`src/ftagg_pkg.sv`:
```
// Shared constants, types and helpers of the fault table aggregator.
`timescale 1ns / 1ps

package ftagg_pkg;

  localparam int MAX_ENTRIES = 16;
  localparam int IDX_W = (MAX_ENTRIES > 1) ? $clog2(MAX_ENTRIES) : 1;
  localparam int CNT_W = $clog2(MAX_ENTRIES + 1);

  // request codes
  localparam logic [1:0] REQ_REPORT     = 2'd0;
  localparam logic [1:0] REQ_CLEAR      = 2'd1;
  localparam logic [1:0] REQ_CLEAR_NODE = 2'd2;

  // severity codes
  localparam logic [1:0] SEV_WARN = 2'd1;
  localparam logic [1:0] SEV_CRIT = 2'd2;

  // result status codes
  localparam logic STAT_DONE = 1'b0;
  localparam logic STAT_FULL = 1'b1;

  typedef logic [CNT_W-1:0] cnt_t;
  typedef logic [IDX_W-1:0] idx_t;

  typedef struct packed {
    logic [7:0] node;
    logic [7:0] code;
    logic       active;
    logic [1:0] sev;
  } entry_t;

  // controller -> datapath
  typedef struct packed {
    logic start;
    logic scan;
    logic finish;
    logic load_out;
  } cmd_t;

  // datapath -> controller
  typedef struct packed {
    logic scan_done;
  } sts_t;

  function automatic logic [7:0] sat_inc(logic [7:0] v);
    return (v == 8'hFF) ? v : v + 8'd1;
  endfunction

  function automatic logic [7:0] sat_dec(logic [7:0] v);
    return (v == 8'h00) ? v : v - 8'd1;
  endfunction

endpackage

```
`src/ftagg_ctrl.sv`:
```
// Sequencing controller: accept, scan, finish, deliver.
`timescale 1ns / 1ps

module ftagg_ctrl import ftagg_pkg::*; (
  input  logic clk_i,
  input  logic rst_ni,
  input  logic in_valid_i,
  output logic in_stall_o,
  output logic out_valid_o,
  input  logic out_stall_i,
  input  sts_t sts_i,
  output cmd_t cmd_o
);

  typedef enum logic [1:0] {
    ST_IDLE,
    ST_SCAN,
    ST_FINISH,
    ST_DELIVER
  } state_e;

  state_e state_q;
  logic   stall_q;
  logic   out_valid_q;
  logic   out_free;

  // output register can take a new result
  assign out_free = !out_valid_q || !out_stall_i;

  always_ff @(posedge clk_i or negedge rst_ni) begin
    if (!rst_ni) begin
      state_q     <= ST_IDLE;
      stall_q     <= 1'b0;
      out_valid_q <= 1'b0;
    end else begin
      if (state_q == ST_DELIVER && out_free) begin
        out_valid_q <= 1'b1;
      end else if (!out_stall_i) begin
        out_valid_q <= 1'b0;
      end
      unique case (state_q)
        ST_IDLE: begin
          if (in_valid_i) begin
            state_q <= ST_SCAN;
            stall_q <= 1'b1;
          end
        end
        ST_SCAN: begin
          if (sts_i.scan_done) begin
            state_q <= ST_FINISH;
          end
        end
        ST_FINISH: begin
          state_q <= ST_DELIVER;
        end
        ST_DELIVER: begin
          if (out_free) begin
            state_q <= ST_IDLE;
            stall_q <= 1'b0;
          end
        end
        default: begin
          state_q <= ST_IDLE;
          stall_q <= 1'b0;
        end
      endcase
    end
  end

  always_comb begin
    cmd_o          = '0;
    cmd_o.start    = (state_q == ST_IDLE) && in_valid_i;
    cmd_o.scan     = (state_q == ST_SCAN);
    cmd_o.finish   = (state_q == ST_FINISH);
    cmd_o.load_out = (state_q == ST_DELIVER) && out_free;
  end

  assign in_stall_o  = stall_q;
  assign out_valid_o = out_valid_q;

endmodule

```
`src/ftagg_dp.sv`:
```
// Datapath: entry store, pipelined table scan, counters, result register.
`timescale 1ns / 1ps

module ftagg_dp import ftagg_pkg::*; (
  input  logic       clk_i,
  input  logic       rst_ni,
  input  cmd_t       cmd_i,
  output sts_t       sts_o,
  input  logic [1:0] req_type_i,
  input  logic [7:0] source_node_i,
  input  logic [7:0] fault_code_i,
  input  logic [1:0] severity_i,
  output logic       status_o,
  output logic       any_critical_o,
  output logic [7:0] active_entries_o,
  output logic [7:0] critical_total_o,
  output logic [7:0] warning_total_o,
  output logic [7:0] used_entries_o
);

  entry_t     mem_q [MAX_ENTRIES];

  // request under work
  logic [1:0] req_q;
  logic [7:0] node_q;
  logic [7:0] code_q;
  logic [1:0] sev_q;

  // scan pipeline: read stage, then check stage
  cnt_t       rd_idx_q, rd_idx_d;
  idx_t       chk_idx_q;
  logic       chk_vld_q;
  entry_t     rd_data_q;
  logic       found_q, found_d;
  logic       issue;
  logic       key_hit;

  // table bookkeeping
  cnt_t       used_q, used_d;
  cnt_t       act_q, act_d;
  logic [7:0] crit_q, crit_d;
  logic [7:0] warn_q, warn_d;
  logic       status_q, status_d;

  // store write port
  logic       wr_en;
  idx_t       wr_addr;
  entry_t     wr_data;

  // counter update
  logic       cnt_up, cnt_dn;
  logic [1:0] cnt_sev;
  logic       act_inc, act_dec;

  // result register
  logic       res_status_q;
  logic [7:0] res_act_q, res_crit_q, res_warn_q, res_used_q;

  assign issue   = cmd_i.scan && !found_q && (rd_idx_q < used_q);
  assign key_hit = cmd_i.scan && chk_vld_q && !found_q &&
                   (rd_data_q.node == node_q) &&
                   ((req_q == REQ_CLEAR_NODE) || (rd_data_q.code == code_q));

  assign sts_o.scan_done = found_q || (!chk_vld_q && (rd_idx_q >= used_q));

  always_comb begin
    wr_en    = 1'b0;
    wr_addr  = chk_idx_q;
    wr_data  = rd_data_q;
    found_d  = found_q;
    used_d   = used_q;
    status_d = status_q;
    cnt_up   = 1'b0;
    cnt_dn   = 1'b0;
    cnt_sev  = sev_q;
    act_inc  = 1'b0;
    act_dec  = 1'b0;
    rd_idx_d = issue ? rd_idx_q + cnt_t'(1) : rd_idx_q;

    unique case (req_q)
      REQ_REPORT: begin
        if (key_hit) begin
          wr_en          = 1'b1;
          wr_data.active = 1'b1;
          wr_data.sev    = sev_q;
          found_d        = 1'b1;
          if (!rd_data_q.active) begin
            cnt_up  = 1'b1;
            act_inc = 1'b1;
          end
        end
      end
      REQ_CLEAR, REQ_CLEAR_NODE: begin
        if (key_hit && rd_data_q.active) begin
          wr_en          = 1'b1;
          wr_data.active = 1'b0;
          cnt_dn         = 1'b1;
          cnt_sev        = rd_data_q.sev;
          act_dec        = 1'b1;
          // clear stops at its first hit, clear-node walks the whole table
          if (req_q == REQ_CLEAR) begin
            found_d = 1'b1;
          end
        end
      end
      default: begin
      end
    endcase

    if (cmd_i.finish) begin
      status_d = STAT_DONE;
      if (req_q == REQ_REPORT && !found_q) begin
        if (used_q < cnt_t'(MAX_ENTRIES)) begin
          // append a new active entry
          wr_en   = 1'b1;
          wr_addr = used_q[IDX_W-1:0];
          wr_data = '{node: node_q, code: code_q, active: 1'b1, sev: sev_q};
          used_d  = used_q + cnt_t'(1);
          cnt_up  = 1'b1;
          act_inc = 1'b1;
        end else begin
          status_d = STAT_FULL;
        end
      end
    end

    act_d = act_q;
    if (act_inc) begin
      act_d = act_q + cnt_t'(1);
    end else if (act_dec) begin
      act_d = act_q - cnt_t'(1);
    end
  end

  always_comb begin
    crit_d = crit_q;
    warn_d = warn_q;
    if (cnt_up) begin
      if (cnt_sev == SEV_CRIT) begin
        crit_d = sat_inc(crit_q);
      end else if (cnt_sev == SEV_WARN) begin
        warn_d = sat_inc(warn_q);
      end
    end else if (cnt_dn) begin
      if (cnt_sev == SEV_CRIT) begin
        crit_d = sat_dec(crit_q);
      end else if (cnt_sev == SEV_WARN) begin
        warn_d = sat_dec(warn_q);
      end
    end
  end

  // entry store: one write, one registered read per cycle
  always_ff @(posedge clk_i) begin
    if (wr_en) begin
      mem_q[wr_addr] <= wr_data;
    end
    if (issue) begin
      rd_data_q <= mem_q[rd_idx_q[IDX_W-1:0]];
      chk_idx_q <= rd_idx_q[IDX_W-1:0];
    end
  end

  // request and result payload
  always_ff @(posedge clk_i) begin
    if (cmd_i.start) begin
      req_q  <= req_type_i;
      node_q <= source_node_i;
      code_q <= fault_code_i;
      sev_q  <= severity_i;
    end
    status_q <= status_d;
    if (cmd_i.load_out) begin
      res_status_q <= status_q;
      res_act_q    <= 8'(act_q);
      res_crit_q   <= crit_q;
      res_warn_q   <= warn_q;
      res_used_q   <= 8'(used_q);
    end
  end

  always_ff @(posedge clk_i or negedge rst_ni) begin
    if (!rst_ni) begin
      rd_idx_q  <= '0;
      chk_vld_q <= 1'b0;
      found_q   <= 1'b0;
      used_q    <= '0;
      act_q     <= '0;
      crit_q    <= '0;
      warn_q    <= '0;
    end else begin
      used_q <= used_d;
      act_q  <= act_d;
      crit_q <= crit_d;
      warn_q <= warn_d;
      if (cmd_i.start) begin
        rd_idx_q  <= '0;
        chk_vld_q <= 1'b0;
        found_q   <= 1'b0;
      end else begin
        rd_idx_q  <= rd_idx_d;
        chk_vld_q <= issue;
        found_q   <= found_d;
      end
    end
  end

  assign status_o         = res_status_q;
  assign any_critical_o   = (res_crit_q != 8'd0);
  assign active_entries_o = res_act_q;
  assign critical_total_o = res_crit_q;
  assign warning_total_o  = res_warn_q;
  assign used_entries_o   = res_used_q;

endmodule

```
`src/fault_table_aggregator_unit.sv`:
```
// From input transfer to result valid a request passes the scan pipeline (read and check
//   stages), the finish step and the result load, which waits for a free output register.
// One request at a time: the serial scan over the entry store, one read per cycle through
//   its single registered read port, and the result load finish before a new request is taken.
// A new request is taken while the previous result still waits in the output register.
// Reset (rst_ni, async, active low) empties the table and zeroes both counters;
//   store contents are not cleared, only slots below the fill count are ever read.
`timescale 1ns / 1ps

module fault_table_aggregator_unit import ftagg_pkg::*; (
  input  logic       clk_i,
  input  logic       rst_ni,
  // request channel
  input  logic       in_valid_i,
  output logic       in_stall_o,
  input  logic [1:0] req_type_i,
  input  logic [7:0] source_node_i,
  input  logic [7:0] fault_code_i,
  input  logic [1:0] severity_i,
  // result channel
  output logic       out_valid_o,
  input  logic       out_stall_i,
  output logic       status_o,
  output logic       any_critical_o,
  output logic [7:0] active_entries_o,
  output logic [7:0] critical_total_o,
  output logic [7:0] warning_total_o,
  output logic [7:0] used_entries_o
);

  cmd_t cmd;
  sts_t sts;

  // Controller: walks IDLE -> SCAN -> FINISH -> DELIVER. Owns both handshakes.
  ftagg_ctrl u_ctrl (
    .clk_i       (clk_i),
    .rst_ni      (rst_ni),
    .in_valid_i  (in_valid_i),
    .in_stall_o  (in_stall_o),
    .out_valid_o (out_valid_o),
    .out_stall_i (out_stall_i),
    .sts_i       (sts),
    .cmd_o       (cmd)
  );

  // Datapath: scan pipeline reads one slot per cycle, a check stage
  // compares the key and writes back the active bit / severity.
  // Finish step appends a new entry for an unmatched report or flags a full table.
  ftagg_dp u_dp (
    .clk_i            (clk_i),
    .rst_ni           (rst_ni),
    .cmd_i            (cmd),
    .sts_o            (sts),
    .req_type_i       (req_type_i),
    .source_node_i    (source_node_i),
    .fault_code_i     (fault_code_i),
    .severity_i       (severity_i),
    .status_o         (status_o),
    .any_critical_o   (any_critical_o),
    .active_entries_o (active_entries_o),
    .critical_total_o (critical_total_o),
    .warning_total_o  (warning_total_o),
    .used_entries_o   (used_entries_o)
  );

endmodule

```
`config.mk`:
```
export PLATFORM = sky130hd
export DESIGN_NAME = fault_table_aggregator_unit
export DESIGN_NICKNAME = d
export VERILOG_FILES = /design/src/ftagg_pkg.sv /design/src/ftagg_ctrl.sv /design/src/ftagg_dp.sv /design/src/fault_table_aggregator_unit.sv
export SDC_FILE = /design/constraint.sdc
export NUM_CORES = 1
export LEC_CHECK = 0
export BUFFER_PORTS_ARGS = -buffer_cell sky130_fd_sc_hd__buf_2
export CAP_MARGIN = 20
export CORE_AREA = 5 5 174 176
export CTS_CLUSTER_DIAMETER = 100
export CTS_CLUSTER_SIZE = 20
export DETAILED_ROUTE_END_ITERATION = 6
export DIE_AREA = 0 0 179 181
export HOLD_SLACK_MARGIN = 0.02
export PLACE_DENSITY = 0.77
export SLEW_MARGIN = 15
export SYNTH_ARGS = -nofsm -noshare
export SYNTH_HDL_FRONTEND = slang
export SYNTH_SLANG_ARGS = --single-unit
```
`constraint.sdc`:
```
create_clock -name clk_i -period 5 [get_ports clk_i]
set_input_delay 0.75 -clock clk_i [delete_from_list [all_inputs] [get_ports clk_i]]
set_output_delay 0.75 -clock clk_i [all_outputs]
set_load 0.02 [all_outputs]
```
# Word-level counts from Yosys, hierarchy flattened
# Memory sizes are Yosys's and may differ from the RTL's. A register that Yosys moved wholly into a read port is not among the register bits.
# Index checks and enable logic that the tools add are counted.
dict set report word_totals {
  mem_count 1
  latchBits 0
  regBits 89
  elab_cells 156
  mem_bits_rw 304
  in_bits 24
  rom_bits 0
  out_inout_bits 36
}
dict set report op_classes {
  n_mul 0
  n_reduce_logical 34
  div 0
  bitwise_logic 0
  n_addsub 8
  n_mux 61
  magnitude_cmp 3
  shifts 0
  n_eq_ne 28
}
# memory words width read_ports rd_clocked_by_memory_dff wr line
set mem_list {}
lappend mem_list {u_dp.mem_q 16 19 1 1 1 ftagg_dp.sv:21} ;# entry_t mem_q [MAX_ENTRIES];
# op count
set ops {}
lappend ops {{$mux 8} 14}
lappend ops {{$mux 19} 3}
lappend ops {{$mux 1} 25}
lappend ops {{$mux 5} 4}
lappend ops {{$ne 2x2->1 const B} 10}
lappend ops {{$add 8x1->8 const B} 2}
lappend ops {{$eq 8x8->1} 2}
lappend ops {{$eq 8x8->1 const B} 2}
lappend ops {{$logic_not 8->1} 2}
lappend ops {{$sub 8x1->8 const B} 2}
lappend ops {{$add 5x1->5 const B} 3}
lappend ops {{$mux 2} 6}
lappend ops {{$mux 4} 3}
lappend ops {{$logic_and 1x1->1} 11}
lappend ops {{$ne 3x2->1 const B} 3}
lappend ops {{$reduce_and 3->1} 3}
lappend ops {{$eq 2x2->1 const B} 4}
lappend ops {{$ne 2x1->1 const B} 4}
lappend ops {{$pmux 1 s2} 4}
lappend ops {{$pmux 2 s4} 1}
lappend ops {{$reduce_bool 8->1} 1}
lappend ops {{$reduce_and 7->1} 1}
lappend ops {{$eq 2x1->1 const B} 3}
lappend ops {{$reduce_bool 2->1} 3}
lappend ops {{other kinds (12)} 18}

# Longest topological paths before layout
# Gate-level depths: netlist (run 1).
dict set report logic_depth {
  ltp_word 13
  mapped_depth 16
  depth_no_buf 15
}

# By module
# Synthesis (run 1) repeated with hierarchy kept, for this count alone.
dict set report unflattened {
  hier_cells 835
  area_unflattened_um2 16764.8
}
# mod area_per_inst_um2 seq_area_each_um2 n_inst cells_per_inst
set modules_own_cells {}
lappend modules_own_cells {ftagg_dp 16484.6 12086.6 1 810}
lappend modules_own_cells {ftagg_ctrl 280.3 100.1 1 25}

# Least setup slack after synthesis (run 1)
# No wires, ideal clock.
dict set report synth_path {
  path_kind {register -> register}
  from {register u_dp.rd_idx_q[0]}
  to {register u_dp.rd_idx_q[3]}
  setup_time_ps 163
  setup_slack_ps 1427
  arrival_ps 3410
  synth_period_minus_slack_ps 3573
  n_path_buf 3
  required_time_ps 4837
  stages_incl_launch_ff 11
  path_cell_list {dfrtp_1 > clkbuf_1 > buf_1 > clkbuf_1 > inv_1 > ha_1 > o21ai_0 > a21oi_1 > nand4_1 > xor2_1 > nor2_1}
}
dict set report synth_via {
  elab_chain_cells 3
  elab_cells_between_ends 6
  cone_classes {add/sub (1); order compare (1); mux (2); reduce/logical (2)}
}
# element line
set synth_rtl {}
lappend synth_rtl {{start: declaration} ftagg_dp.sv:30} ;# cnt_t rd_idx_q, rd_idx_d;
lappend synth_rtl {{start signal: assignment} ftagg_dp.sv:201} ;# rd_idx_q <= rd_idx_d;
lappend synth_rtl {{$lt 5x5->1} ftagg_dp.sv:59} ;# assign issue = cmd_i.scan && !found_q && (rd_idx_q < used_q);
lappend synth_rtl {{$logic_and 1x1->1} ftagg_dp.sv:59}
lappend synth_rtl {{via u_dp.issue} ftagg_dp.sv:35} ;# logic issue;
lappend synth_rtl {{$reduce_bool 2->1 (no line)} --}
# The timed path passes the listed nets, and every way through them passes these cells. The select of a mux whose other input is x is not followed.
# A chain may end at the register's enable or synchronous reset.

# Final worst setup path (run 1)
dict set report layout_path {
  from {register u_dp.node_q[5]}
  to {register u_dp.crit_q[6]}
}
dict set report layout_via {
  elab_chain_cells 10
  elab_cells_between_ends 21
  cone_classes {eq/ne (6); mux (10); reduce/logical (5)}
}
# element line
set layout_rtl {}
lappend layout_rtl {{start: declaration} ftagg_dp.sv:25} ;# logic [7:0] node_q;
lappend layout_rtl {{start signal: assignment} ftagg_dp.sv:168} ;# node_q <= source_node_i;
lappend layout_rtl {{$eq 8x8->1 (*)} ftagg_dp.sv:61} ;# (rd_data_q.node == node_q) &&
lappend layout_rtl {{$logic_and 1x1->1 (*)} ftagg_dp.sv:60} ;# assign key_hit = cmd_i.scan && chk_vld_q && !found_q &&
lappend layout_rtl {{$logic_and 1x1->1 (*)} ftagg_dp.sv:61}
lappend layout_rtl {{$mux 1} ftagg_dp.sv:82} ;# if (key_hit) begin
lappend layout_rtl {{$mux 1} ftagg_dp.sv:80} ;# unique case (req_q)
lappend layout_rtl {{$mux 1} ftagg_dp.sv:113} ;# if (used_q < cnt_t'(MAX_ENTRIES)) begin
lappend layout_rtl {{$mux 1} ftagg_dp.sv:112} ;# if (req_q == REQ_REPORT && !found_q) begin
lappend layout_rtl {{$mux 1} ftagg_dp.sv:110} ;# if (cmd_i.finish) begin
lappend layout_rtl {{$ne 2x2->1 (no line) (tied with other cells)} --}
lappend layout_rtl {{$reduce_and 5->1 (no line)} --}
lappend layout_rtl {{end signal: assignment} ftagg_dp.sv:194} ;# crit_q <= crit_d;
lappend layout_rtl {{end: declaration} ftagg_dp.sv:41} ;# logic [7:0] crit_q, crit_d;
# Every way passes the cells marked *; elsewhere a longest branch is shown, timed or not.

==> out/results.tsv, run 1 <==
stage	metric	value	unit
status	outcome	finished, final reports clean	
drt	DRT antenna net count	0	
placement	RD Place Congestion	0.824	
timing	RSZ-0062 raised after global routing	false	
worst_hold_path	hold crit path type	primary input to async pin	
power_and_ir_drop	clock share of power	20.5	%
floorplan	starting density of the core	58.9	%
finish	nets	1011	
yosys	Post-synth ARST share	8.98	%
clocking	number of hold buffers added after CTS	0	
setup_path	Crit. End Element	flop	
global_routing	vias in the first global route	8129	
drt	final WL	33.4	mm
placement	number of I/O port buffers	53	
setup_path	Crit path arrival time	4.25	ns
finish	Area Growth Syn to Fin	9.12	%
yosys	Synth Register Bits	412	
yosys	Netlist Area Pre-Place	16800	µm²
timing	Worst Tran Pin Value	0.969	ns
floorplan	Die X	179	µm
run	Max Cap Violations	0	
floorplan	# rows	62	
drt	vias per inst	6.12	
power_and_ir_drop	Sw Share	30.2	%
timing	Min Clock Period, post-route	3.83	ns
yosys	syn_area_per_cell	19.1	µm²
power_and_ir_drop	Worst VDD drop	0.000379	V
timing	Rel. slew slack	35.4	%
clocking	CTS tree	yes	
yosys	Synth Warn #	0	
drt	wire length per cell	24.8	µm
global_routing	pin count of the biggest net entering global routing	67	
global_routing	initial antenna violation count	0	
timing	Fin. Hold Viols	0	
clocking	CTS Buf Count	24	
power_and_ir_drop	share of power burned in registers	52.6	%
finish	share of layout cells above drive strength 1	24.9	%
setup_path	Crit Path Category	flop to flop	
yosys	main flop type after synthesis	edfxtp_1	
timing	setup_tns	0	ns
floorplan	DIE AREA	32400	µm²
drt	First-pass DRT Iterations	7	
setup_path	Worst EP required	5.43	ns
floorplan	height of the die	181	µm
clocking	clock tree buffer depth	3	
global_routing	first-pass GRT wire length	50.8	mm
clocking	Post-CTS Setup Inserts	0	
timing	final period utilization	76.6	%
timing	Final Setup Violations	0	
placement	DP HPWL	19.4	mm
clocking	clk root buf	clkbuf_16	
floorplan	CORE AREA	28500	µm²
timing	Fmax achieved	0.261	GHz
power_and_ir_drop	Cell Pwr Density	511	nW/µm²
yosys	Post-synth EDFFs	375	
floorplan	I/O pins	60	
power_and_ir_drop	NetSw	2830	µW
yosys	Seq/Total Area, Yosys	72.6	%
global_routing	GR Util All Layers	21.1	%
yosys	Syn Inst Count	880	
yosys	synth unique cells	51	
finish	number of antenna diodes	0	
clocking	cts repair resizes	0	
clocking	Clock Sinks	412	
clocking	Clock H-tree levels	1	
setup_path	CP Launch Type	flop	
drt	number of DRC markers in iteration 0	1028	
timing	clk_skew	0.0276	ns
power_and_ir_drop	Comb power frac	26.9	%
power_and_ir_drop	internal power	6530	µW
clocking	clk slew on worst S/H paths	0.09	ns
clocking	clk_lat worst skew	0.56	ns
drt	DR DRC count	0	
power_and_ir_drop	Pleak	0.00608	µW
global_routing	total grt overflow	0	
timing	Slew Viols, Final	0	
power_and_ir_drop	total power	9350	µW
drt	Vias	8226	
setup_path	Critical Path Fanout Max	20	
-- cell usage after synthesis, types with 2 or more instances --
master    number  area share (%)
nand2b_1       5            0.19
edfxtp_1     375              67
nor2_1        33            0.74
o21ai_0       20            0.60
clkbuf_1      15            0.34
xnor2_1       20             1.0
a21oi_1       15            0.45
nor3_1        10            0.30
or2_2          2           0.075
nand3_1        5            0.15
nand4_1        9            0.34
mux2i_1        3            0.18
fa_1           3            0.36
nor4_1         9            0.34
mux4_2        95              13
buf_1         13            0.29
buf_4          6            0.27
nor2b_1        6            0.22
mux2_2         7            0.47
and2_1         2           0.075
ha_1          30             2.2
a21o_1         8            0.36
nor3b_1        4            0.18
a31oi_1        6            0.22
inv_1         20            0.45
o21a_1         5            0.22
a211o_1        2            0.10
or4_1          5            0.22
a21boi_0       2           0.089
nand2_1       65             1.5
dfrtp_1       37             5.5
xor2_1        20             1.0
mux2_4         5            0.45
-- final timing paths --
check / startpoint / endpoint / slack [ns] / cells past startpoint
worst min register to register: u_dp.status_q$_SDFFCE_PN0P_ / u_dp.status_o$_DFFE_PP_ / 0.45 / 0
worst max-delay path: u_dp.node_q[5]$_DFFE_PP_ / u_dp.crit_q[6]$_DFFE_PN0P_ / 1.17 / 13
worst max register to register: u_dp.node_q[5]$_DFFE_PP_ / u_dp.crit_q[6]$_DFFE_PN0P_ / 1.17 / 13
min in group clk_i: source_node_i[1] / u_dp.node_q[1]$_DFFE_PP_ / 0.38 / 1
worst min-delay path: rst_ni / u_dp.warn_q[2]$_DFFE_PN0P_ / 0.32 / 1
max in group asynchronous: rst_ni / u_dp.rd_idx_q[0]$_DFFE_PN0P_ / 4.04 / 1
-- worst max-delay path: stages (launching register included) --
cell and delay (ns):
edfxtp_1 0.41, xor2_1 0.19, or4_1 0.57, or4_1 0.52
o21a_1 0.28, buf_4 0.26, ha_1 0.35, nor2b_1 0.14
o21ai_0 0.20, a21boi_0 0.16, o21a_1 0.19, nor2_1 0.10
xnor2_1 0.07, mux2_2 0.25
-- metrics by stage --
step / instance area (µm²) / std cells / setup slack [ns] / hold slack [ns] / utilization, %
after detailed placement: 17600 / 1312 / 1.20 / 0.427 / 62.0
final: 18300 / 1344 / 1.17 / 0.316 / 64.3
after floorplan: 16800 / 885 / 1.43 / 0.400 / -
after CTS: 18300 / 1344 / 1.18 / 0.337 / 64.3
after global routing: 18300 / 1344 / 1.01 / 0.352 / 64.3
after global placement: 17600 / 1312 / 1.30 / 0.424 / 62.0
-- cells by family after synthesis --
family	share of synthesized area, %
buffers and inverters	1.46
other	0.0224
xor gates and xnor gates	2.09
and+or+nand+nor	4.62
muxes	13.9
adders and majority gates	2.60
DFF	72.6
AOI/OAI and AO/OA	2.64
-- power groups by stage --
stage | Clock (µW) | Combinational, µW | Sequential, µW
floorplan | 0 | 1830 | 4940
global placement | 0 | 2450 | 5000
detailed placement | 0 | 2530 | 5010
CTS | 1950 | 2530 | 4930
global route | 2110 | 2770 | 4990
finish | 1910 | 2520 | 4930
-- routing by layer --
metal | vias to the layer above | global-route usage, % | wire length, µm
met5 | - | 0 | 0
li1 | 3614 | - | -
met4 | 0 | 4.45 | 628
met2 | 372 | 32.6 | 15900
met1 | 4197 | 32.7 | 14000
met3 | 43 | 3.37 | 2750
-- layout by cell type (no fill, tap or decap), types with 2 or more instances in the layout --
cell / instances
buf_4: 25
mux2_2: 7
nand2_1: 65
nor3b_1: 4
or2_2: 2
o21a_1: 5
a211o_1: 2
fa_1: 3
and2_1: 2
nand3_1: 5
edfxtp_1: 375
conb_1: 6
inv_1: 20
ha_1: 30
a31oi_1: 6
nor2b_1: 6
mux4_2: 95
dfrtp_1: 35
buf_2: 53
xor2_1: 20
nor3_1: 10
dfrtp_4: 2
clkbuf_16: 24
o21ai_0: 20
or4_1: 5
a21oi_1: 14
mux2_4: 5
mux2i_1: 3
nand2b_1: 5
nand4_1: 9
clkbuf_1: 6
a21o_1: 8
nor2_2: 16
nor2_1: 17
xnor2_1: 20
nor4_1: 9
-- registers in the layout (all words and copies together) (netlist names), 8 cells and up --
register / count
u_dp.warning_total_o: 8
u_dp.critical_total_o: 8
u_dp.mem_q: 304
u_dp.rd_data_q: 19
u_dp.crit_q: 8
u_dp.warn_q: 8
u_dp.node_q: 8
u_dp.code_q: 8
-- layout make-up --
cell class                 instances  area (µm²)
timing repair buffer              79         473
multi-input combinational        416        4420
tap                              384         480
clock inverter                     2        38.8
inverter                          21        78.8
sequential                       412       12200
clock buffer                      30         623
fill                            1878       10200
No activity file was read; power rests on OpenSTA's default activity.
==> run 2, diff against run 1 <==
--- a/config.mk
+++ b/config.mk
@@ -5,15 +5,16 @@
 export SDC_FILE = /design/constraint.sdc
 export NUM_CORES = 1
 export LEC_CHECK = 0
+export ABC_AREA = 1
 export BUFFER_PORTS_ARGS = -buffer_cell sky130_fd_sc_hd__buf_2
 export CAP_MARGIN = 20
-export CORE_AREA = 5 5 174 176
+export CORE_AREA = 5 5 177 179
 export CTS_CLUSTER_DIAMETER = 100
 export CTS_CLUSTER_SIZE = 20
 export DETAILED_ROUTE_END_ITERATION = 6
-export DIE_AREA = 0 0 179 181
+export DIE_AREA = 0 0 182 184
 export HOLD_SLACK_MARGIN = 0.02
-export PLACE_DENSITY = 0.77
+export PLACE_DENSITY = 0.76
 export SLEW_MARGIN = 15
 export SYNTH_ARGS = -nofsm -noshare
 export SYNTH_HDL_FRONTEND = slang
==> constraint.sdc (replaced) <==
create_clock -name clk_i -period 3.6 [get_ports clk_i]
set_input_delay 0.54 -clock clk_i [delete_from_list [all_inputs] [get_ports clk_i]]
set_output_delay 0.54 -clock clk_i [all_outputs]
set_load 0.02 [all_outputs]
==> run 2 against run 1 <==
Non-clock buffer count increased by 29. Core utilization increased by 0.49 points. Count of clock-buffer cells in the layout increased by 4. Die area increased by 3.4%. Power increased by 40%. First-iteration DRC count increased by 7.8%. Synthesized cell count increased by 59%. Setup slack got worse by 0.91 ns. Via count increased by 36%. Critical path depth increased by 6. Final area increased by 4.1%. Clock skew decreased by 0.013 ns. Critical path type unchanged. Largest cell class unchanged. Largest power group unchanged. Highest routed layer unchanged.
==> out/results.tsv, run 2 <==
stage	metric	value	unit	change
clocking	clk_lat worst skew	0.56	ns	about the same
timing	clk_skew	0.0142	ns	-0.0134 ns
yosys	Post-synth ARST share	8.98	%	unchanged
finish	number of antenna diodes	0		unchanged
placement	RD Place Congestion	0.896		+8.7%
floorplan	CORE AREA	29400	µm²	+3.3%
finish	Largest regs	u_dp.mem_q (304), u_dp.rd_data_q (19)		
timing	final period utilization	92.7	%	+16 points
power_and_ir_drop	Worst VDD drop	0.000491	V	+29%
timing	setup_tns	0	ns	unchanged
clocking	Clock H-tree levels	1		unchanged
finish	Largest Register	u_dp.mem_q		
clocking	CTS Buf Count	24		unchanged
clocking	CTS tree	yes		
floorplan	# rows	63		+1.6%
drt	wire length per cell	21.3	µm	-14%
placement	DP HPWL	24.8	mm	+28%
floorplan	DIE AREA	33500	µm²	+3.4%
finish	nets	1527		+51%
floorplan	Die X	182	µm	+1.7%
yosys	largest area contributor in the netlist	edfxtp_1		
setup_path	Crit path arrival time	3.79	ns	-0.46 ns
timing	RSZ-0062 raised after global routing	false		
drt	DR DRC count	0		unchanged
yosys	main flop type after synthesis	edfxtp_1		
clocking	clock tree buffer depth	3		unchanged
clocking	Post-CTS Setup Inserts	0		unchanged
setup_path	Most Frequent Cell on Critical Path	nand2_1		
power_and_ir_drop	total power	13100	µW	+40%
finish	most common cell after layout, fill and taps aside	edfxtp_1		
timing	Rel. slew slack	29.4	%	-6.0 points
timing	Min Clock Period, post-route	3.34	ns	-0.491 ns
power_and_ir_drop	Cell Pwr Density	686	nW/µm²	+34%
finish	commonest cells after routing, fill and taps aside	edfxtp_1 (375), nand2_1 (216), nor2_1 (196)		
setup_path	RR Startpoint	u_ctrl.state_q[1]$_DFFE_PN0P_		
setup_path	FF-to-FF path depth	19		+6
setup_path	CP bufs+invs	2		+1
yosys	Seq/Total Area, Yosys	70.1	%	-2.5 points
global_routing	GR Util All Layers	23.4	%	+2.3 points
status	outcome	finished, final reports clean		
yosys	Synth Warn #	0		unchanged
yosys	Synth Register Bits	412		unchanged
drt	Vias	11200		+36%
floorplan	I/O pins	60		unchanged
clocking	clk root buf	clkbuf_16		
yosys	Syn Inst Count	1396		+59%
timing	hold_ws	0.0823	ns	-0.233 ns
setup_path	Critical Path Fanout Max	24		+20%
setup_path	crit-path max cell delay	0.42	ns	-0.15 ns
drt	final WL	39.8	mm	+19%
global_routing	initial antenna violation count	0		unchanged
finish	Design Area, Final	19000	µm²	+4.1%
yosys	most numerous cell in the Yosys netlist	edfxtp_1		
finish	Area Growth Syn to Fin	9.63	%	
setup_path	slowest CP cell	dfrtp_1		
finish	max reg flops	304		unchanged
yosys	most frequent cells after synthesis	edfxtp_1 (375), nand2_1 (216), nor2_1 (213), o21ai_0 (106), inv_1 (76)		
yosys	top cell type's share of synthesized area	64.8	%	-2.3 points
setup_path	Crit Path Category	flop to flop		
setup_path	R2R Path End	u_dp.warn_q[5]$_DFFE_PN0P_		
setup_path	Crit. End Element	flop		
drt	number of DRC markers in iteration 0	1108		+7.8%
yosys	Netlist Area Pre-Place	17400	µm²	+3.6%
placement	number of I/O port buffers	53		unchanged
setup_path	CP Launch Type	flop		
global_routing	vias in the first global route	10900		+35%
timing	Fin. Hold Viols	0		unchanged
drt	vias per inst	5.98		-2.3%
timing	Final Setup Violations	0		unchanged
setup_path	CP delay by family, top	simple AND/OR/NAND/NOR gates		
setup_path	worst-path cell chain	inv_1 > ha_1 > nand2_1 > nor2_2 > nand4_1 > nor2_4 > nand3_2 > nand2_4 > nand2_4 > ha_1 > nand2_1 > nand2_1 > a31oi_2 > inv_1 > a21oi_1 > o21ai_0 > xor2_1 > nand3_1 > nand2_1		
floorplan	starting density of the core	59.1	%	+0.17 points
yosys	Post-synth EDFFs	375		unchanged
power_and_ir_drop	Pleak	0.00694	µW	+14%
timing	Slew Viols, Final	0		unchanged
finish	share of layout cells above drive strength 1	12.3	%	-13 points
clocking	cts repair resizes	0		unchanged
clocking	clk slew on worst S/H paths	0.09	ns	about the same
timing	Fmax achieved	0.300	GHz	+15%
yosys	syn_area_per_cell	12.4	µm²	-35%
floorplan	height of the die	184	µm	+1.7%
global_routing	first-pass GRT wire length	61.3	mm	+21%
finish	final core occ	64.8	%	+0.49 points
drt	DRT antenna net count	0		unchanged
global_routing	pin count of the biggest net entering global routing	157		+130%
setup_path	r2r setup slk	0.26	ns	-0.91 ns
run	Max Cap Violations	0		unchanged
timing	Worst Tran Pin Value	1.05	ns	+0.0858 ns
yosys	Synth area leaders	edfxtp_1 (65%), dfrtp_1 (5.3%), nand2_1 (4.7%)		
yosys	synth unique cells	45		-12%
global_routing	total grt overflow	0		unchanged
placement	Area after DPL	18400	µm²	+4.1%
clocking	Clock Sinks	412		unchanged
worst_hold_path	hold crit path type	primary input to async pin		
clocking	number of hold buffers added after CTS	0		unchanged
drt	First-pass DRT Iterations	5		-2
setup_path	Worst EP required	4.05	ns	-1.38 ns
[run 2: worst max-delay path by stage]
stage	from	endpoint	depth (start not counted)
floorplan	u_ctrl.state_q[1]$_DFFE_PN0P_	u_dp.mem_q[4][0]$_DFFE_PP_	12
global placement	u_ctrl.state_q[1]$_DFFE_PN0P_	u_dp.warn_q[5]$_DFFE_PN0P_	19
detailed placement	u_ctrl.state_q[1]$_DFFE_PN0P_	u_dp.warn_q[5]$_DFFE_PN0P_	19
CTS	u_ctrl.state_q[1]$_DFFE_PN0P_	u_dp.warn_q[5]$_DFFE_PN0P_	19
global route	u_ctrl.state_q[1]$_DFFE_PN0P_	u_dp.warn_q[6]$_DFFE_PN0P_	18
finish	u_ctrl.state_q[1]$_DFFE_PN0P_	u_dp.warn_q[5]$_DFFE_PN0P_	19
[run 2: cell type report]
type / count / area (µm²)
clock buffer: 34 / 659
multi-input combinational: 840 / 4670
sequential: 412 / 12200
fill: 2112 / 10400
timing repair buffer: 108 / 703
tap: 390 / 488
clock inverter: 1 / 8.76
inverter: 84 / 319
[run 2: routing by layer]
layer	wire length (µm)	part of all wire, %	GRT usage (%)	vias up
li1	-	-	-	5136
met1	15800	40	31.3	5495
met2	19700	50	40.2	464
met3	3110	7.8	3.80	86
met4	1140	2.9	6.90	0
met5	0	0	0	-
[run 2: logic make-up (layout without fill, tap and decap cells)]
family                     Yosys count  in the layout  synth area share [%]
and+or+nand+nor                    524            524                  12.7
DFF                                412            412                  70.1
AOI/OAI and AO/OA                  226            226                  8.39
buffers and inverters              149            227                  3.39
adders and majority gates           33             33                  2.51
muxes                               31             31                  1.79
xor gates and xnor gates            20             20                  1.09
other                                1              6                0.0216
[run 2: stage by stage]
stage,worst slack [ns],std cells
2_1_floorplan,0.646,1401
3_3_place_gp,0.445,1834
3_5_place_dp,0.234,1834
4_1_cts,0.173,1869
5_1_grt,0.0197,1869
6_report,0.262,1869
[run 2: report_power, final]
| group | switching (µW) | leakage, µW | internal, µW | total [µW] |
|---|---|---|---|---|
| combinational | 2710 | 0.00274 | 1370 | 4080 |
| clock | 1450 | 0.000323 | 1270 | 2730 |
| sequential | 326 | 0.00388 | 5930 | 6260 |
